**src/hdl/infix_to_postfix_converter_macros.svh**
```systemverilog
// Assertion macros for the infix-to-postfix converter RTL.
// Included by i2p_back, which carries concurrent checks; no other dependencies.
`ifndef INFIX_TO_POSTFIX_CONVERTER_MACROS_SVH
`define INFIX_TO_POSTFIX_CONVERTER_MACROS_SVH

// Property must hold at every clock edge outside reset.
`define I2P_ASSERT(label, clk, rstn, prop, msg) \
    label: assert property (@(posedge clk) disable iff (!rstn) prop) \
        else $error(msg);

// Condition must never be seen at a clock edge outside reset.
`define I2P_ASSERT_NEVER(label, clk, rstn, cond, msg) \
    label: assert property (@(posedge clk) disable iff (!rstn) !(cond)) \
        else $error(msg);

`endif

```
**src/hdl/i2p_pkg.sv**
```systemverilog
// Shared types, token codes and helpers for the infix-to-postfix converter.
// No dependencies; imported by every module of the block.
`timescale 1ns / 1ps

package i2p_pkg;

    localparam int KIND_W     = 4;
    localparam int VALUE_W    = 16;
    localparam int OP_W       = 3;
    localparam int ARGC_W     = 4;
    localparam int CFG_ADDR_W = 1;

    // input token kinds
    localparam logic [KIND_W-1:0] IN_OPERAND   = 4'd0;
    localparam logic [KIND_W-1:0] IN_USER_FUNC = 4'd1;
    localparam logic [KIND_W-1:0] IN_COMPARE   = 4'd2;
    localparam logic [KIND_W-1:0] IN_STRLEN    = 4'd3;
    localparam logic [KIND_W-1:0] IN_LPAREN    = 4'd4;
    localparam logic [KIND_W-1:0] IN_RPAREN    = 4'd5;
    localparam logic [KIND_W-1:0] IN_COMMA     = 4'd6;
    localparam logic [KIND_W-1:0] IN_PLUS      = 4'd7;
    localparam logic [KIND_W-1:0] IN_MINUS     = 4'd8;
    localparam logic [KIND_W-1:0] IN_STAR      = 4'd9;
    localparam logic [KIND_W-1:0] IN_SLASH     = 4'd10;
    localparam logic [KIND_W-1:0] IN_END       = 4'd11;

    // result kinds
    localparam logic [KIND_W-1:0] OK_OPERAND = 4'd0;
    localparam logic [KIND_W-1:0] OK_CALL    = 4'd6;
    localparam logic [KIND_W-1:0] OK_ARGC    = 4'd7;
    localparam logic [KIND_W-1:0] OK_END     = 4'd8;
    localparam logic [KIND_W-1:0] OK_ERROR   = 4'd9;

    // stack entry codes (same as result kinds 1..5)
    localparam logic [OP_W-1:0] OP_PLUS   = 3'd1;
    localparam logic [OP_W-1:0] OP_MINUS  = 3'd2;
    localparam logic [OP_W-1:0] OP_STAR   = 3'd3;
    localparam logic [OP_W-1:0] OP_SLASH  = 3'd4;
    localparam logic [OP_W-1:0] OP_LPAREN = 3'd5;

    // error codes
    localparam logic [VALUE_W-1:0] ERR_OVERFLOW  = 16'd0;
    localparam logic [VALUE_W-1:0] ERR_UNMATCHED = 16'd1;

    localparam logic [ARGC_W-1:0] ARGC_MAX = 4'd15;
    localparam logic [ARGC_W-1:0] ARGC_ONE = 4'd1;

    // configuration register indexes
    localparam logic [CFG_ADDR_W-1:0] REG_COMPARE = 1'd0;
    localparam logic [CFG_ADDR_W-1:0] REG_STRLEN  = 1'd1;

    // commands passed from front to back
    typedef enum logic [2:0] {
        CMD_OPERAND,
        CMD_CALL,
        CMD_LPAREN,
        CMD_RPAREN,
        CMD_COMMA,
        CMD_OPER,
        CMD_END
    } cmd_t;

    typedef struct packed {
        cmd_t                cmd;
        logic [VALUE_W-1:0]  value;
    } cmd_entry_t;

    // operator priority: parens 1, plus/minus 2, star/slash 3
    function automatic logic [1:0] op_prio(input logic [OP_W-1:0] code);
        logic [1:0] p;
        p = 2'd1;
        if (code == OP_PLUS || code == OP_MINUS) begin
            p = 2'd2;
        end else if (code == OP_STAR || code == OP_SLASH) begin
            p = 2'd3;
        end
        return p;
    endfunction

endpackage

```
**src/hdl/i2p_front.sv**
```systemverilog
// Front end: accepts tokens, resolves builtin call indexes, writes commands.
// Depends on i2p_pkg; holds the two builtin-index configuration registers.
`timescale 1ns / 1ps

module i2p_front
    import i2p_pkg::*;
(
    input  logic                  aclk,
    input  logic                  aresetn,
    input  logic                  cfg_we,
    input  logic [CFG_ADDR_W-1:0] cfg_addr,
    input  logic [VALUE_W-1:0]    cfg_wdata,
    input  logic                  tok_valid,
    output logic                  tok_ready,
    input  logic [KIND_W-1:0]     tok_kind,
    input  logic [VALUE_W-1:0]    tok_index,
    input  logic                  q_full,
    output logic                  q_wr_en,
    output cmd_entry_t            q_wr_data
);

    logic [VALUE_W-1:0] cmp_idx_reg;
    logic [VALUE_W-1:0] strlen_idx_reg;
    logic               known;
    logic [KIND_W-1:0]  op_diff;

    // builtin index registers
    always_ff @(posedge aclk) begin
        if (!aresetn) begin
            cmp_idx_reg    <= '0;
            strlen_idx_reg <= '0;
        end else if (cfg_we) begin
            case (cfg_addr)
                REG_COMPARE: cmp_idx_reg    <= cfg_wdata;
                REG_STRLEN:  strlen_idx_reg <= cfg_wdata;
                default: ;
            endcase
        end
    end

    // operator code: plus..slash map onto 1..4
    assign op_diff = tok_kind - IN_COMMA;

    // token classification
    always_comb begin
        known           = 1'b1;
        q_wr_data.cmd   = CMD_OPERAND;
        q_wr_data.value = tok_index;
        unique case (tok_kind) inside
            IN_OPERAND:   q_wr_data.cmd = CMD_OPERAND;
            IN_USER_FUNC: q_wr_data.cmd = CMD_CALL;
            IN_COMPARE: begin
                q_wr_data.cmd   = CMD_CALL;
                q_wr_data.value = cmp_idx_reg;
            end
            IN_STRLEN: begin
                q_wr_data.cmd   = CMD_CALL;
                q_wr_data.value = strlen_idx_reg;
            end
            IN_LPAREN:    q_wr_data.cmd = CMD_LPAREN;
            IN_RPAREN:    q_wr_data.cmd = CMD_RPAREN;
            IN_COMMA:     q_wr_data.cmd = CMD_COMMA;
            IN_PLUS, IN_MINUS, IN_STAR, IN_SLASH: begin
                q_wr_data.cmd   = CMD_OPER;
                q_wr_data.value = VALUE_W'(op_diff[OP_W-1:0]);
            end
            IN_END:       q_wr_data.cmd = CMD_END;
            default:      known = 1'b0;   // unknown kinds are dropped
        endcase
    end

    assign tok_ready = !q_full;
    assign q_wr_en   = tok_valid && !q_full && known;

endmodule

```
**src/hdl/i2p_queue.sv**
```systemverilog
// Two-entry command queue between front and back.
// Depends on i2p_pkg for the command entry type.
`timescale 1ns / 1ps

module i2p_queue
    import i2p_pkg::*;
(
    input  logic       aclk,
    input  logic       aresetn,
    input  logic       wr_en,
    input  cmd_entry_t wr_data,
    output logic       full,
    input  logic       rd_en,
    output logic       rd_valid,
    output cmd_entry_t rd_data
);

    localparam int QDEPTH = 2;
    localparam int PW     = $clog2(QDEPTH);
    localparam int NW     = $clog2(QDEPTH + 1);

    cmd_entry_t        entries_reg [QDEPTH];
    logic [PW-1:0]     wr_ptr_reg;
    logic [PW-1:0]     rd_ptr_reg;
    logic [NW-1:0]     fill_reg;
    logic              do_wr;
    logic              do_rd;

    assign full     = fill_reg == NW'(QDEPTH);
    assign rd_valid = fill_reg != '0;
    assign rd_data  = entries_reg[rd_ptr_reg];
    assign do_wr    = wr_en && !full;
    assign do_rd    = rd_en && rd_valid;

    // entry storage
    always_ff @(posedge aclk) begin
        if (do_wr) begin
            entries_reg[wr_ptr_reg] <= wr_data;
        end
    end

    // pointers and fill level
    always_ff @(posedge aclk) begin
        if (!aresetn) begin
            wr_ptr_reg <= '0;
            rd_ptr_reg <= '0;
            fill_reg   <= '0;
        end else begin
            if (do_wr) begin
                wr_ptr_reg <= wr_ptr_reg + PW'(1);
            end
            if (do_rd) begin
                rd_ptr_reg <= rd_ptr_reg + PW'(1);
            end
            if (do_wr && !do_rd) begin
                fill_reg <= fill_reg + NW'(1);
            end else if (do_rd && !do_wr) begin
                fill_reg <= fill_reg - NW'(1);
            end
        end
    end

endmodule

```
**src/hdl/i2p_back.sv**
```systemverilog
// Back end: operator stack, call mode and result output register.
// Depends on i2p_pkg and the assertion macros header.
`timescale 1ns / 1ps
`include "infix_to_postfix_converter_macros.svh"

module i2p_back
    import i2p_pkg::*;
#(
    parameter int STACK_DEPTH = 32
) (
    input  logic               aclk,
    input  logic               aresetn,
    input  logic               q_valid,
    input  cmd_entry_t         q_data,
    output logic               q_rd_en,
    output logic               m_valid,
    input  logic               m_ready,
    output logic [KIND_W-1:0]  m_kind,
    output logic [VALUE_W-1:0] m_value,
    output logic               m_last
);

    localparam int CW = $clog2(STACK_DEPTH + 1);
    localparam int AW = $clog2(STACK_DEPTH);

    typedef enum logic [1:0] {S_FETCH, S_RUN, S_ARGC} state_t;

    state_t             state_reg, state_next;
    cmd_entry_t         cmd_reg, cmd_next;
    logic [CW-1:0]      count_reg, count_next;
    logic               in_call_reg, in_call_next;
    logic [VALUE_W-1:0] call_idx_reg, call_idx_next;
    logic [ARGC_W-1:0]  argc_reg, argc_next;
    logic               m_valid_reg, m_valid_next;
    logic [KIND_W-1:0]  m_kind_reg, m_kind_next;
    logic [VALUE_W-1:0] m_value_reg, m_value_next;
    logic               m_last_reg, m_last_next;

    logic [OP_W-1:0]    stack_mem [STACK_DEPTH];
    logic [OP_W-1:0]    top_reg;
    logic [OP_W-1:0]    below_reg;
    logic               push_en;
    logic [OP_W-1:0]    push_code;
    logic [CW-1:0]      top_sum;
    logic [CW-1:0]      below_sum;
    logic [AW-1:0]      top_addr;
    logic [AW-1:0]      below_addr;

    logic               out_free;
    logic               stack_full;
    logic [OP_W-1:0]    op_code;
    logic               pop_top;
    logic               pop_below;

    assign out_free   = !m_valid_reg || m_ready;
    assign stack_full = count_reg == CW'(STACK_DEPTH);
    assign op_code    = cmd_reg.value[OP_W-1:0];

    // operator pops while the incoming one has no higher priority
    assign pop_top   = (count_reg != '0) && (top_reg != OP_LPAREN)
                       && (op_prio(op_code) <= op_prio(top_reg));
    assign pop_below = (count_reg > CW'(1)) && (below_reg != OP_LPAREN)
                       && (op_prio(op_code) <= op_prio(below_reg));

    // sequencer next-state logic
    always_comb begin
        state_next    = state_reg;
        cmd_next      = cmd_reg;
        count_next    = count_reg;
        in_call_next  = in_call_reg;
        call_idx_next = call_idx_reg;
        argc_next     = argc_reg;
        m_valid_next  = m_valid_reg && !m_ready;
        m_kind_next   = m_kind_reg;
        m_value_next  = m_value_reg;
        m_last_next   = m_last_reg;
        q_rd_en       = 1'b0;
        push_en       = 1'b0;
        push_code     = OP_LPAREN;

        unique case (state_reg)
            S_FETCH: begin
                if (q_valid) begin
                    q_rd_en    = 1'b1;
                    cmd_next   = q_data;
                    state_next = S_RUN;
                end
            end

            S_RUN: begin
                if (out_free) begin
                    state_next = S_FETCH;
                    if (in_call_reg) begin
                        // call mode: operands, commas and the closing paren only
                        unique case (cmd_reg.cmd)
                            CMD_OPERAND: begin
                                m_valid_next = 1'b1;
                                m_kind_next  = OK_OPERAND;
                                m_value_next = cmd_reg.value;
                                m_last_next  = 1'b1;
                            end
                            CMD_COMMA: begin
                                if (argc_reg != ARGC_MAX) begin
                                    argc_next = argc_reg + ARGC_ONE;
                                end
                            end
                            CMD_RPAREN: begin
                                m_valid_next = 1'b1;
                                m_kind_next  = OK_CALL;
                                m_value_next = call_idx_reg;
                                m_last_next  = 1'b0;
                                state_next   = S_ARGC;
                            end
                            default: ;
                        endcase
                    end else begin
                        unique case (cmd_reg.cmd)
                            CMD_OPERAND: begin
                                m_valid_next = 1'b1;
                                m_kind_next  = OK_OPERAND;
                                m_value_next = cmd_reg.value;
                                m_last_next  = 1'b1;
                            end
                            CMD_CALL: begin
                                in_call_next  = 1'b1;
                                argc_next     = ARGC_ONE;
                                call_idx_next = cmd_reg.value;
                            end
                            CMD_LPAREN: begin
                                if (stack_full) begin
                                    m_valid_next = 1'b1;
                                    m_kind_next  = OK_ERROR;
                                    m_value_next = ERR_OVERFLOW;
                                    m_last_next  = 1'b1;
                                end else begin
                                    push_en    = 1'b1;
                                    push_code  = OP_LPAREN;
                                    count_next = count_reg + CW'(1);
                                end
                            end
                            CMD_RPAREN: begin
                                if (count_reg == '0) begin
                                    // no matching open paren left
                                    m_valid_next = 1'b1;
                                    m_kind_next  = OK_ERROR;
                                    m_value_next = ERR_UNMATCHED;
                                    m_last_next  = 1'b1;
                                end else if (top_reg == OP_LPAREN) begin
                                    count_next = count_reg - CW'(1);
                                end else begin
                                    m_valid_next = 1'b1;
                                    m_kind_next  = KIND_W'(top_reg);
                                    m_value_next = '0;
                                    m_last_next  = (count_reg > CW'(1))
                                                   && (below_reg == OP_LPAREN);
                                    count_next   = count_reg - CW'(1);
                                    state_next   = S_RUN;
                                end
                            end
                            CMD_OPER: begin
                                if (pop_top) begin
                                    m_valid_next = 1'b1;
                                    m_kind_next  = KIND_W'(top_reg);
                                    m_value_next = '0;
                                    m_last_next  = !pop_below;
                                    count_next   = count_reg - CW'(1);
                                    state_next   = S_RUN;
                                end else if (stack_full) begin
                                    m_valid_next = 1'b1;
                                    m_kind_next  = OK_ERROR;
                                    m_value_next = ERR_OVERFLOW;
                                    m_last_next  = 1'b1;
                                end else begin
                                    push_en    = 1'b1;
                                    push_code  = op_code;
                                    count_next = count_reg + CW'(1);
                                end
                            end
                            CMD_END: begin
                                m_valid_next = 1'b1;
                                m_value_next = '0;
                                if (count_reg != '0) begin
                                    m_kind_next = KIND_W'(top_reg);
                                    m_last_next = 1'b0;
                                    count_next  = count_reg - CW'(1);
                                    state_next  = S_RUN;
                                end else begin
                                    m_kind_next = OK_END;
                                    m_last_next = 1'b1;
                                end
                            end
                            default: ;
                        endcase
                    end
                end
            end

            S_ARGC: begin
                if (out_free) begin
                    m_valid_next = 1'b1;
                    m_kind_next  = OK_ARGC;
                    m_value_next = VALUE_W'(argc_reg);
                    m_last_next  = 1'b1;
                    in_call_next = 1'b0;
                    state_next   = S_FETCH;
                end
            end

            default: state_next = S_FETCH;
        endcase
    end

    // state and registered outputs
    always_ff @(posedge aclk) begin
        if (!aresetn) begin
            state_reg    <= S_FETCH;
            count_reg    <= '0;
            in_call_reg  <= 1'b0;
            call_idx_reg <= '0;
            argc_reg     <= '0;
            m_valid_reg  <= 1'b0;
        end else begin
            state_reg    <= state_next;
            count_reg    <= count_next;
            in_call_reg  <= in_call_next;
            call_idx_reg <= call_idx_next;
            argc_reg     <= argc_next;
            m_valid_reg  <= m_valid_next;
        end
        cmd_reg     <= cmd_next;
        m_kind_reg  <= m_kind_next;
        m_value_reg <= m_value_next;
        m_last_reg  <= m_last_next;
    end

    // read addresses for the two top entries after this cycle's update
    assign top_sum    = count_next - CW'(1);
    assign below_sum  = count_next - CW'(2);
    assign top_addr   = top_sum[AW-1:0];
    assign below_addr = below_sum[AW-1:0];

    // operator stack memory, one write and two registered reads
    always_ff @(posedge aclk) begin
        if (push_en) begin
            stack_mem[count_reg[AW-1:0]] <= push_code;
        end
        if (push_en) begin
            top_reg <= push_code;
        end else if (count_next != '0) begin
            top_reg <= stack_mem[top_addr];
        end
        if (count_next > CW'(1)) begin
            below_reg <= stack_mem[below_addr];
        end
    end

    assign m_valid = m_valid_reg;
    assign m_kind  = m_kind_reg;
    assign m_value = m_value_reg;
    assign m_last  = m_last_reg;

    `I2P_ASSERT_NEVER(a_count_bound, aclk, aresetn, count_reg > CW'(STACK_DEPTH), "stack count past depth")
    `I2P_ASSERT(a_push_room, aclk, aresetn, push_en |-> !stack_full, "push onto full stack")
    `I2P_ASSERT(a_call_keeps_stack, aclk, aresetn, in_call_reg |=> count_reg == $past(count_reg), "stack moved in call mode")
    `I2P_ASSERT(a_argc_last, aclk, aresetn, m_valid_reg && m_kind_reg == OK_ARGC |-> m_last_reg && m_value_reg != '0, "bad argument count item")

endmodule

```
**src/hdl/infix_to_postfix_converter.sv**
```systemverilog
// Infix-to-postfix converter: token stream in, postfix item stream out.
// Depends on i2p_pkg, i2p_front, i2p_queue and i2p_back.
//
// Usage:
//   s_axis carries one classified token per request: tuser = kind,
//   tdata = identifier index. m_axis carries postfix items: tuser = kind,
//   tdata = value, tlast marks the final item caused by one token.
//   Builtin call indexes are set through cfg_we/cfg_addr/cfg_wdata while idle.
// Timing:
//   A token is decoded on acceptance into a two-entry command queue; the
//   back end fetches a command in S_FETCH and executes it in S_RUN, so a
//   token's first item reaches the m_axis register once it executes. Each
//   operator popped off the stack, and the argument count after a call
//   item, adds a further S_RUN or S_ARGC step. The rate is set by the
//   back-end sequencer and its single stack write port.
// Reset and stalls:
//   aresetn (synchronous, active low) empties the stack, leaves call mode
//   and clears both builtin indexes. When m_axis_tready is low the back end
//   holds its item; the queue keeps taking tokens until it is full.
`timescale 1ns / 1ps

module infix_to_postfix_converter
    import i2p_pkg::*;
#(
    parameter int STACK_DEPTH = 32
) (
    input  logic                  aclk,
    input  logic                  aresetn,
    input  logic                  cfg_we,
    input  logic [CFG_ADDR_W-1:0] cfg_addr,
    input  logic [VALUE_W-1:0]    cfg_wdata,
    input  logic                  s_axis_tvalid,
    output logic                  s_axis_tready,
    input  logic [VALUE_W-1:0]    s_axis_tdata,   // [15:0] index
    input  logic [KIND_W-1:0]     s_axis_tuser,   // [3:0] kind
    output logic                  m_axis_tvalid,
    input  logic                  m_axis_tready,
    output logic [VALUE_W-1:0]    m_axis_tdata,   // [15:0] out_value
    output logic [KIND_W-1:0]     m_axis_tuser,   // [3:0] out_kind
    output logic                  m_axis_tlast
);

    logic       q_wr_en;
    cmd_entry_t q_wr_data;
    logic       q_full;
    logic       q_rd_en;
    logic       q_valid;
    cmd_entry_t q_rd_data;

    i2p_front u_front (
        .aclk      (aclk),
        .aresetn   (aresetn),
        .cfg_we    (cfg_we),
        .cfg_addr  (cfg_addr),
        .cfg_wdata (cfg_wdata),
        .tok_valid (s_axis_tvalid),
        .tok_ready (s_axis_tready),
        .tok_kind  (s_axis_tuser),
        .tok_index (s_axis_tdata),
        .q_full    (q_full),
        .q_wr_en   (q_wr_en),
        .q_wr_data (q_wr_data)
    );

    i2p_queue u_queue (
        .aclk     (aclk),
        .aresetn  (aresetn),
        .wr_en    (q_wr_en),
        .wr_data  (q_wr_data),
        .full     (q_full),
        .rd_en    (q_rd_en),
        .rd_valid (q_valid),
        .rd_data  (q_rd_data)
    );

    i2p_back #(
        .STACK_DEPTH (STACK_DEPTH)
    ) u_back (
        .aclk    (aclk),
        .aresetn (aresetn),
        .q_valid (q_valid),
        .q_data  (q_rd_data),
        .q_rd_en (q_rd_en),
        .m_valid (m_axis_tvalid),
        .m_ready (m_axis_tready),
        .m_kind  (m_axis_tuser),
        .m_value (m_axis_tdata),
        .m_last  (m_axis_tlast)
    );

endmodule

```
**config.mk**
```make
export PLATFORM = sky130hd
export DESIGN_NAME = infix_to_postfix_converter
export DESIGN_NICKNAME = d
export VERILOG_FILES = /design/src/hdl/i2p_pkg.sv /design/src/hdl/i2p_front.sv /design/src/hdl/i2p_queue.sv /design/src/hdl/i2p_back.sv /design/src/hdl/infix_to_postfix_converter.sv
export VERILOG_INCLUDE_DIRS = /design/src /design/src/hdl
export SDC_FILE = /design/constraint.sdc
export NUM_CORES = 1
export LEC_CHECK = 0
export ABC_AREA = 1
export BUFFER_PORTS_ARGS = -buffer_cell sky130_fd_sc_hd__buf_2
export CAP_MARGIN = 20
export CORE_MARGIN = 3
export CORE_UTILIZATION = 31
export DETAILED_ROUTE_END_ITERATION = 10
export GPL_TIMING_DRIVEN = 0
export PLACE_DENSITY = 0.48
export SYNTH_ARGS = -nofsm -noshare
export SYNTH_HDL_FRONTEND = slang
export SYNTH_SLANG_ARGS = --single-unit
export TNS_END_PERCENT = 50
```
**constraint.sdc**
```tcl
create_clock -name aclk -period 4.5 [get_ports aclk]
set_input_delay 0.9 -clock aclk [delete_from_list [all_inputs] [get_ports aclk]]
set_output_delay 0.9 -clock aclk [all_outputs]
set_load 0.03 [all_outputs]
```
Word-level counts from Yosys, hierarchy flattened. Memory sizes are Yosys's and may differ from the RTL's. A register that Yosys moved wholly into a read port is not among the register bits. Index checks and enable logic that the tools add are counted.

Bits in writable memories: 134. Memories: 2. Register bits after elaboration: 87.

Memory list: u_back.stack_mem (words 32, bits a word 3, read ports 2, clocked after Yosys merged registers in 2, write ports 1, line i2p_back.sv:39) `logic [OP_W-1:0] stack_mem [STACK_DEPTH];`; u_queue.entries_reg (words 2, bits a word 19, read ports 1, clocked after Yosys merged registers in 1, write ports 1, line i2p_queue.sv:22) `cmd_entry_t entries_reg [QDEPTH];`.

Magnitude comparators: 4. Muxes and demuxes: 99. Add/sub/neg operators: 10. Reductions and logical operators: 49. Bitwise gates (word level): 2. Equality and inequality tests: 46.

Operators by type and width (count): $mux 16 (7); $pmux 16 s5 (1); $pmux 16 s2 (2); $mux 4 (12); $pmux 16 s3 (1); $mux 6 (7); $mux 1 (35); $mux 2 (14); $eq 3x2->1 const B (8); $eq 3x3->1 const B (8); $pmux 6 s4 (1); $pmux 4 s5 (1); $mux 3 (6); $pmux 3 s6 (1); $eq 4x3->1 const B (4); $eq 4x4->1 const B (4); $pmux 4 s2 (2); $eq 3x1->1 const B (4); $gt 6x1->1 const B (2); $logic_and 1x1->1 (12); $pmux 2 s3 (2); $reduce_bool 6->1 (2); $reduce_or 12->1 (1); $pmux 1 s2 (5); 39 further kinds (68).

Depth between registers and ports, before layout. Gate-level depths: netlist of run 1.

Word-level depth: 13. Gate-level depth with buffers: 28. Depth with buffers taken out: 27.

Hierarchy. Synthesis of run 1 repeated with hierarchy kept, for this count alone.

Cells, all modules: 1502. Area total of the unflattened synthesis: 12997.5 um2.

By module, submodules not included: i2p_back (seq. area each 4864.7 um2, instances 1, cells an instance 1133, area an instance 9638.0 um2); i2p_front (seq. area each 640.6 um2, instances 1, cells an instance 273, area an instance 1690.4 um2); i2p_queue (seq. area each 1241.2 um2, instances 1, cells an instance 96, area an instance 1669.1 um2).

Worst setup path after synthesis of run 1. Ideal clock, no wire load.

Path type: input-to-reg. From: input m_axis_tready. To: memory u_back.stack_mem[0][1] (data pin). Buffers on the path: 0. Cell stages on the path: 4. Data required time: 3.947 ns. Slack: 0.774 ns. Data arrival time: 3.173 ns. Cells stage by stage: nor2_1 inv_1 nand3_1 nor4_1.

Cells in the longest elaborated chain, start to end: 3.

Ends and longest elaborated chain: from (decl) (line infix_to_postfix_converter.sv:37) `input logic m_axis_tready,`; $logic_or 1x1->1 (line i2p_back.sv:55) `assign out_free = !m_valid_reg || m_ready;`; $mux 3 (line i2p_back.sv:91) `if (out_free) begin`; $mux 3 (line i2p_back.sv:81) `unique case (state_reg)`; named net u_back.push_code[1] (line i2p_back.sv:43) `logic [OP_W-1:0] push_code;`; to (decl) (line i2p_back.sv:39).

The timed path passes the listed nets, and every way through them passes these cells.

Final worst setup path of run 1.
From: register u_back.cmd_reg[0] (netlist name). To: register u_back.top_reg[1], read port of u_back.stack_mem (data pin).

Cells in the longest elaborated chain, start to end: 13. Elaborated cells on any way between the ends: 23. Classes of those cells: 1 x add/sub; 1 x order compare; 4 x eq/ne; 12 x mux; 5 x reduce/logical.

Ends and longest elaborated chain: from (decl) (line i2p_back.sv:29) `cmd_entry_t cmd_reg, cmd_next;`; from (signal assigned) (line i2p_back.sv:230) `cmd_reg <= cmd_next;`; $eq 3x2->1 / $eq 3x3->1 (equally long branches) (line i2p_pkg.sv:74) `end else if (code == OP_STAR || code == OP_SLASH) begin`; $logic_or 1x1->1 (line i2p_pkg.sv:74); $mux 2 (line i2p_pkg.sv:74); $mux 2 (*) (line i2p_pkg.sv:72) `if (code == OP_PLUS || code == OP_MINUS) begin`; $le 2x2->1 (*) (line i2p_back.sv:61) `&& (op_prio(op_code) <= op_prio(top_reg));`; $logic_and 1x1->1 (*) (line i2p_back.sv:61); parallel branches: the longest is 7 deep, another holds $sub 5x1->5; to (decl) (line i2p_back.sv:40) `logic [OP_W-1:0] top_reg;`.

Every way passes the cells marked *. A chain may end at the register's enable or synchronous reset.

==> results of run 1 <==
-- through the flow --
step | TNS (ns) | instance area [sq um] | setup WS (ns) | hold WS [ns]
CTS | 0 | 14800 | 0.0387 | 0.461
global placement | -90.14 | 13700 | -2.64 | 0.447
detailed placement | -1.37 | 13900 | -0.468 | 0.451
global route | 0 | 14900 | 0.0267 | 0.483
finish | 0 | 14900 | 0.302 | 0.456
floorplan | 0 | 12700 | 0.774 | 0.430
-- cell families after synthesis --
| logic type | synth area share |
|---|---|
| adder cells (fa/ha/maj) | 0.0177 |
| AND/OR/NAND/NOR | 0.263 |
| buffers and inverters | 0.0835 |
| XOR/XNOR | 0.00678 |
| flip-flops | 0.528 |
| AO/OA/AOI/OAI | 0.102 |
-- layer usage --
| metal | track usage | routed length [um] | up-vias | part of all wire |
|---|---|---|---|---|
| met5 | 0 | 0 | - | 0 |
| met4 | 0.0485 | 1050 | 0 | 0.026 |
| met3 | 0.0311 | 2850 | 60 | 0.071 |
| met2 | 0.271 | 17000 | 422 | 0.42 |
| met1 | 0.270 | 19300 | 5193 | 0.48 |
| li1 | - | - | 5280 | - |
-- placed cells by master (no fill, tap or decap), types with 8 or more instances in the layout --
master and count:
a22oi_1 11, nand3_1 215, nand2_2 13, buf_2 80, clkbuf_1 41, buf_4 19
nand2_1 322, nand3b_1 14, nor2_1 137, dfxtp_1 66, nor3_1 8, edfxtp_1 180
ha_1 16, inv_1 172, o211ai_1 37, a21oi_1 47, nand4_1 16, o21ai_0 97
clkbuf_16 28
-- worst min-delay path: stages, from the launching register on --
cell     delay (ns)
dfxtp_1        0.30
inv_1          0.06
a21oi_1        0.05
-- path summary, 6_finish.rpt --
check                                                       startpoint                                      to  slack, ns  cells past startpoint
worst max-delay path                       u_back.cmd_reg[0]$_DFFE_PP_             u_back.top_reg[1]$_DFFE_PP_       0.30                     22
worst min-delay path            u_front.strlen_idx_reg[0]$_SDFFE_PN0P_  u_front.strlen_idx_reg[0]$_SDFFE_PN0P_       0.46                      2
worst max register to register             u_back.cmd_reg[0]$_DFFE_PP_             u_back.top_reg[1]$_DFFE_PP_       0.30                     22
worst min register to register  u_front.strlen_idx_reg[0]$_SDFFE_PN0P_  u_front.strlen_idx_reg[0]$_SDFFE_PN0P_       0.46                      2
-- repair_timing --
action | in CTS | in global routing
setup endpoints to repair | 3 | 6
setup buffers | 0 | 5
resized for setup | 4 | 9
-- cell type report --
cell class | instances | area [sq um] | area share
clock inverter | 15 | 228 | 0.0153
buffer | 73 | 375 | 0.0252
clock buffer | 37 | 734 | 0.0493
timing repair buffer | 75 | 477 | 0.0320
inverter | 182 | 687 | 0.0461
tap | 525 | 657 | 0.0441
sequential | 246 | 6730 | 0.452
multi-input combinational | 993 | 5000 | 0.336
-- report_power, final --
part           leakage, uW  total, uW  switching [uW]  internal, uW
registers          0.00224       3260             246          3010
clock network     0.000464       2390             946          1440
logic              0.00350       4560            3180          1370
total              0.00621      10200            4380          5830
==> metrics.md, run 1 <==
| Metric | Value |
|---|---|
| Most frequent cell after synthesis | `nand2_1` |
| Gr usage total | `0.181` |
| Cell Count Post-Placement | `2091` |
| Mapped Cells | `1496` |
| Clock Skew | `0.0116 ns` |
| Global placement routability congestion | `0.955` |
| Power per cell area | `685 nW/um^2` |
| Detailed Route WL | `40200 um` |
| Full die area | `43600 sq um` |
| Cell leakage power | `0.00621 uW` |
| DR pass1 iterations | `5` |
| # fillers | `4139` |
| Initial core utilization | `0.317` |
| EDFF count, synth | `180` |
| Root buf cell | `clkbuf_16` |
| Die Ht | `209 um` |
| Post-synth top area share | `0.424` |
| # nets final | `1659` |
| Detail Placement HPWL | `29700 um` |
| # IOs | `65` |
| Hold Buf Count CTS | `0` |
| WL/cell | `18.7 um` |
| Ranking of synthesized cells by area | `edfxtp_1 (42%), dfxtp_1 (10%), nand2_1 (9.5%), nand3_1 (8.4%), inv_1 (5.1%)` |
| Initial antenna violation count | `0` |
| Count of final hold-check violations | `0` |
| CP dominant cell by count | `nand2_1` |
| Buffers on Ports | `61` |
| Clk buf depth | `3` |
| Most used flip-flop cell after synthesis | `edfxtp_1` |
| Fmax | `0.238 GHz` |
| CP delay by family, top | `simple AND/OR/NAND/NOR gates` |
| Clk_lat worst skew | `0.57 ns` |
| Core Region | `40200 sq um` |
| Hold Crit Class | `flop to flop` |
| Crit path arrival time | `4.51 ns` |
| Critical Path Slowest Stage Cell | `edfxtp_1` |
| Residual DRC | `0` |
| Tcrit/Tclk final | `0.933` |
| Largest net degree at the start of global routing | `22` |
| Crit end category | `flop` |
| Vias in the first global route | `10500` |
| Std cell rows | `73` |
| CTS tree | `done` |
| Max Fanout on Critical Path | `10` |
| Worst path bufs/invs | `4` |
| # setup viols final | `0` |
| Worst Path Required | `4.82 ns` |
| Ys async rst share | `0` |
| Top cell type by total area after synthesis | `edfxtp_1` |
| First-pass GRT wire length | `62300 um` |
| CP startpoint kind | `flop` |
| Ant diodes | `0` |
| Die width | `209 um` |
| Max reg flops | `96` |
| Minimum clock period | `4.20 ns` |
| Final antenna-violating net count | `0` |
| Congestion Overflow GR | `0` |
| Max_cap viols | `0` |
| Status | `finished, final reports clean` |
| # H-tree levels | `1` |
| Worst-margin pin slew | `0.815 ns` |
| FF+latch count, synth | `246` |
| Routed vias/inst | `5.10` |
| Post-synth cell types | `49` |
| Slew margin rel. | `0.456` |
| DR vias | `11000` |
| Syn Nets | `1556` |
| Iteration-0 DRC Markers | `1035` |
| Crit-path max cell delay | `0.50 ns` |
| Area growth syn-to-layout | `16.8%` |
| Pwr Total | `10200 uW` |
| Synth warnings | `0` |
| Worst vdd ir | `374 uV` |
| CP Class | `flop to flop` |
| CTS Buf Count | `28` |
| Share of cells above drive strength 1 | `0.124` |
| RSZ-0062 raised after global routing | `false` |
| Crit path cell chain | `o21ai_1 > nand2_1 > ha_1 > nand2_1 > nand2_1 > nand2_1 > nand4_2 > nand3_1 > nand2_1 > nand2_1 > nand2_2 > inv_2 > buf_2 > ha_4 > clkinv_2 > clkbuf_2 > nand3_1 > nand3_1 > nand3_1 > nand3_1 > nand3_1 > nand2_1` |
| Avg Inst Size Synth | `8.52 sq um` |
| Core Util, Final | `0.370` |
| Max-slew violations | `0` |
| Final Non-Filler Cells | `2146` |
| Register area share after synthesis | `0.528` |
| Commonest cells post-synth | `nand2_1 (322), nand3_1 (215), edfxtp_1 (180)` |
| Cell Area, Synth | `12700 sq um` |
| Clk slew on worst S/H paths | `0.06 ns` |
| Num Clock Sinks | `246` |
(Power assumes the default switching activity.)
==> inputs of run 2 (changes only) <==
- ABC_AREA: 1 -> default
- MAX_ROUTING_LAYER: default -> met4
==> run 2 against run 1 <==
Net effect: the run now ends with setup timing left; critical endpoint unchanged; design area about the same; non-clock buffer count up 18; routed wire length down 9.3%; final cell count down 16%; power down 22%; critical path type unchanged; combinational power down 45%; sequential power down 7.7%; sequential share of layout area about the same; sequential cell count unchanged; maximum frequency down 10%.
==> metrics.md, run 2 <==
| Metric | Value |
|---|---|
| # H-tree levels | `1 (unchanged)` |
| Ranking of synthesized cells by area | `edfxtp_1 (44%), dfxtp_1 (11%), nand2_1 (7.2%), mux4_2 (5.5%), nor2_1 (3.0%)` |
| Cell leakage power | `0.00543 uW (-12%)` |
| Iteration-0 DRC Markers | `719 (-31%)` |
| Failing checks | `setup timing` |
| Clk slew on worst S/H paths | `0.06 ns (about the same)` |
| Post-synth cell types | `82 (+67%)` |
| Ant diodes | `0 (unchanged)` |
| EDFF count, synth | `180 (unchanged)` |
| # setup viols final | `3 (+3)` |
| DR pass1 iterations | `5 (unchanged)` |
| Max reg flops | `96 (unchanged)` |
| Post-synth top area share | `0.440 (+0.0159)` |
| Crit end category | `flop` |
| Avg Inst Size Synth | `10.8 sq um (+27%)` |
| Congestion Overflow GR | `0 (unchanged)` |
| Detailed Route WL | `36400 um (-9.3%)` |
| Commonest cells post-synth | `nand2_1 (234), edfxtp_1 (180), nor2_1 (98)` |
| Clk_lat worst skew | `0.56 ns (about the same)` |
| Most used flip-flop cell after synthesis | `edfxtp_1` |
| CP startpoint kind | `flop` |
| Max Fanout on Critical Path | `4 (-6)` |
| Crit path arrival time | `4.97 ns (+0.46 ns)` |
| Commonest cells after routing, fill and taps aside | `nand2_1 (233), edfxtp_1 (180), nor2_1 (98), buf_2 (72), dfxtp_1 (66)` |
| Post-route cell area | `14900 sq um (about the same)` |
| Buffers on Ports | `62 (+1.6%)` |
| Placed cell area | `13400 sq um (-3.5%)` |
| # IOs | `65 (unchanged)` |
| Most common cell after layout, fill and taps aside | `nand2_1` |
| Ys async rst share | `0 (unchanged)` |
| Cell Area, Synth | `12300 sq um (-3.6%)` |
| Register area share after synthesis | `0.548 (+0.0198)` |
| Die width | `205 um (-1.8%)` |
| Initial antenna violation count | `0 (unchanged)` |
| Final Hold Slack | `0.455 ns (-0.00142 ns)` |
| Top cell type by total area after synthesis | `edfxtp_1` |
| Final antenna-violating net count | `0 (unchanged)` |
| Largest net degree at the start of global routing | `23 (+4.5%)` |
| Full die area | `42000 sq um (-3.5%)` |
| Initial core utilization | `0.316 (-0.00147)` |
| Synth warnings | `0 (unchanged)` |
| Detail Placement HPWL | `25600 um (-14%)` |
| Worst Path Required | `4.79 ns (-0.03 ns)` |
| Residual DRC | `0 (unchanged)` |
| Max-slew violations | `0 (unchanged)` |
| WL/cell | `20.2 um (+8.2%)` |
| FF+latch count, synth | `246 (unchanged)` |
| Minimum clock period | `4.68 ns (+0.481 ns)` |
| Fmax | `0.214 GHz (-10%)` |
| Tcrit/Tclk final | `1.04 (+0.107)` |
| CP Class | `flop to flop` |
| Core Region | `38900 sq um (-3.2%)` |
| Mapped Cells | `1133 (-24%)` |
| Worst-margin pin slew | `0.928 ns (+0.113 ns)` |
| Power per cell area | `536 nW/um^2 (-22%)` |
| Status | `finished with violations` |
| Most frequent cell after synthesis | `nand2_1` |
| Clock Skew | `0.0117 ns (+0.0000631 ns)` |
| Routed vias/inst | `5.24 (+2.6%)` |
| Vias in the first global route | `9163 (-13%)` |
| Cell Count Post-Placement | `1719 (-18%)` |
| Final setup margin | `-0.179 ns (-0.481 ns)` |
| Gr usage total | `0.175 (-0.00598)` |
| RSZ-0062 raised after global routing | `true` |
| # nets final | `1320 (-20%)` |
| Worst vdd ir | `285 uV (-24%)` |
| Max_cap viols | `0 (unchanged)` |
| Num Clock Sinks | `246 (unchanged)` |
| DR vias | `9425 (-14%)` |
| Hold Crit Class | `flop to flop` |
| Global placement routability congestion | `0.848 (-11%)` |
| CTS Buf Count | `28 (unchanged)` |
| Pwr Total | `7970 uW (-22%)` |
| First-pass GRT wire length | `55700 um (-11%)` |
| Slew margin rel. | `0.381 (-0.0742)` |
| Share of cells above drive strength 1 | `0.207 (+0.0829)` |
| Area growth syn-to-layout | `21.2%` |
| Post-Place Worst Slack | `-1.42 ns (-0.955 ns)` |
| Die Ht | `205 um (-1.8%)` |
| Root buf cell | `clkbuf_16` |
| Std cell rows | `72 (-1.4%)` |
| # fillers | `3865 (-6.6%)` |
| CTS tree | `done` |
| Count of final hold-check violations | `0 (unchanged)` |
| Clk buf depth | `3 (unchanged)` |
| Final Non-Filler Cells | `1799 (-16%)` |
| Syn Nets | `1193 (-23%)` |
run 2: changes by cell type in the layout (fill, tap and decap cells not counted), moves of 12 or more:
| cell | before | now |
|---|---|---|
| and3_1 | 0 | 30 |
| o21ai_0 | 97 | 23 |
| nor2_1 | 137 | 98 |
| mux2_2 | 0 | 22 |
| inv_1 | 172 | 32 |
| a21boi_0 | 0 | 27 |
| nand4_1 | 16 | 3 |
| a222oi_1 | 0 | 13 |
| nand2_1 | 322 | 233 |
| a31oi_1 | 2 | 30 |
| o211ai_1 | 37 | 1 |
| nand3_1 | 215 | 16 |
| mux4_2 | 0 | 30 |
| nand2_2 | 13 | 1 |
run 2: where the power goes:
| group | switching, uW | leakage, uW | total [uW] | internal, uW |
|---|---|---|---|---|
| combinational | 1520 | 0.00273 | 2500 | 980 |
| clock | 948 | 0.000493 | 2460 | 1510 |
| sequential | 183 | 0.00221 | 3010 | 2830 |
| total | 2660 | 0.00543 | 7970 | 5320 |
run 2: layer usage:
layer | track usage | routed length [um] | vias to the layer above
met2 | 0.262 | 16400 | 280
met4 | 0.0386 | 690 | 0
li1 | - | - | 4414
met5 | - | 0 | -
met3 | 0.0207 | 2110 | 44
met1 | 0.256 | 17200 | 4687
run 2: stage by stage:
stage | TNS, ns | util
6_report | -0.528 | 0.382
2_1_floorplan | 0 | -
3_5_place_dp | -6.99 | 0.344
5_1_grt | -0.925 | 0.382
4_1_cts | -0.411 | 0.379
3_3_place_gp | -6.50 | 0.341
run 2: repair_timing:
item / in CTS / in global routing
setup endpoints to repair: 9 / 6
pin swaps: 24 / 9
gates cloned: 2 / 0
resized for setup: 37 / 19
hold buffers: 0 / 0
setup buffers: 27 / 3
run 2: worst max-delay path, stage by stage, from the launching register on:
cell	delay, ns
edfxtp_1	0.52
nor2_1	0.18
xnor2_1	0.16
ha_1	0.29
nor2b_4	0.14
o21ai_4	0.21
a31oi_4	0.17
buf_6	0.18
a221oi_4	0.31
a311oi_4	0.08
buf_6	0.16
ha_4	0.16
and2_1	0.17
a41o_1	0.24
a311oi_4	0.35
xnor2_4	0.22
buf_6	0.17
mux2i_4	0.28
a22oi_2	0.12
nand4_1	0.15
mux2i_1	0.11
run 2: worst paths after layout:
path                                         endpoint  slack, ns                                start  cells after the start
setup / recovery          u_back.top_reg[1]$_DFFE_PP_      -0.18          u_back.cmd_reg[0]$_DFFE_PP_                     20
hold / removal    u_front.cmp_idx_reg[2]$_SDFFE_PN0P_       0.45  u_front.cmp_idx_reg[2]$_SDFFE_PN0P_                      2
setup reg to reg          u_back.top_reg[1]$_DFFE_PP_      -0.18          u_back.cmd_reg[0]$_DFFE_PP_                     20
hold reg to reg   u_front.cmp_idx_reg[2]$_SDFFE_PN0P_       0.45  u_front.cmp_idx_reg[2]$_SDFFE_PN0P_                      2
run 2: area by class of cell:
cell class / count / area [sq um] / share of cell area
Clock buffer: 38 / 822 / 0.0552
Inverter: 36 / 145 / 0.00975
Timing Repair Buffer: 100 / 687 / 0.0462
Buffer: 66 / 334 / 0.0224
Sequential cell: 246 / 6730 / 0.452
Timing Repair inverter: 1 / 6.26 / 0.000420
Tap cell: 518 / 648 / 0.0436
Clock inverter: 13 / 185 / 0.0124
Multi-Input combinational cell: 781 / 5330 / 0.358
run 2: cell families (layout without fill, tap and decap cells):
group	after synthesis	after routing	synth area share
XOR/XNOR	21	21	0.0162
multiplexers	69	69	0.0890
buffers and inverters	106	254	0.0381
adder cells (fa/ha/maj)	18	18	0.0183
AO/OA/AOI/OAI	211	211	0.121
flip-flops	246	246	0.548
AND/OR/NAND/NOR	462	462	0.170
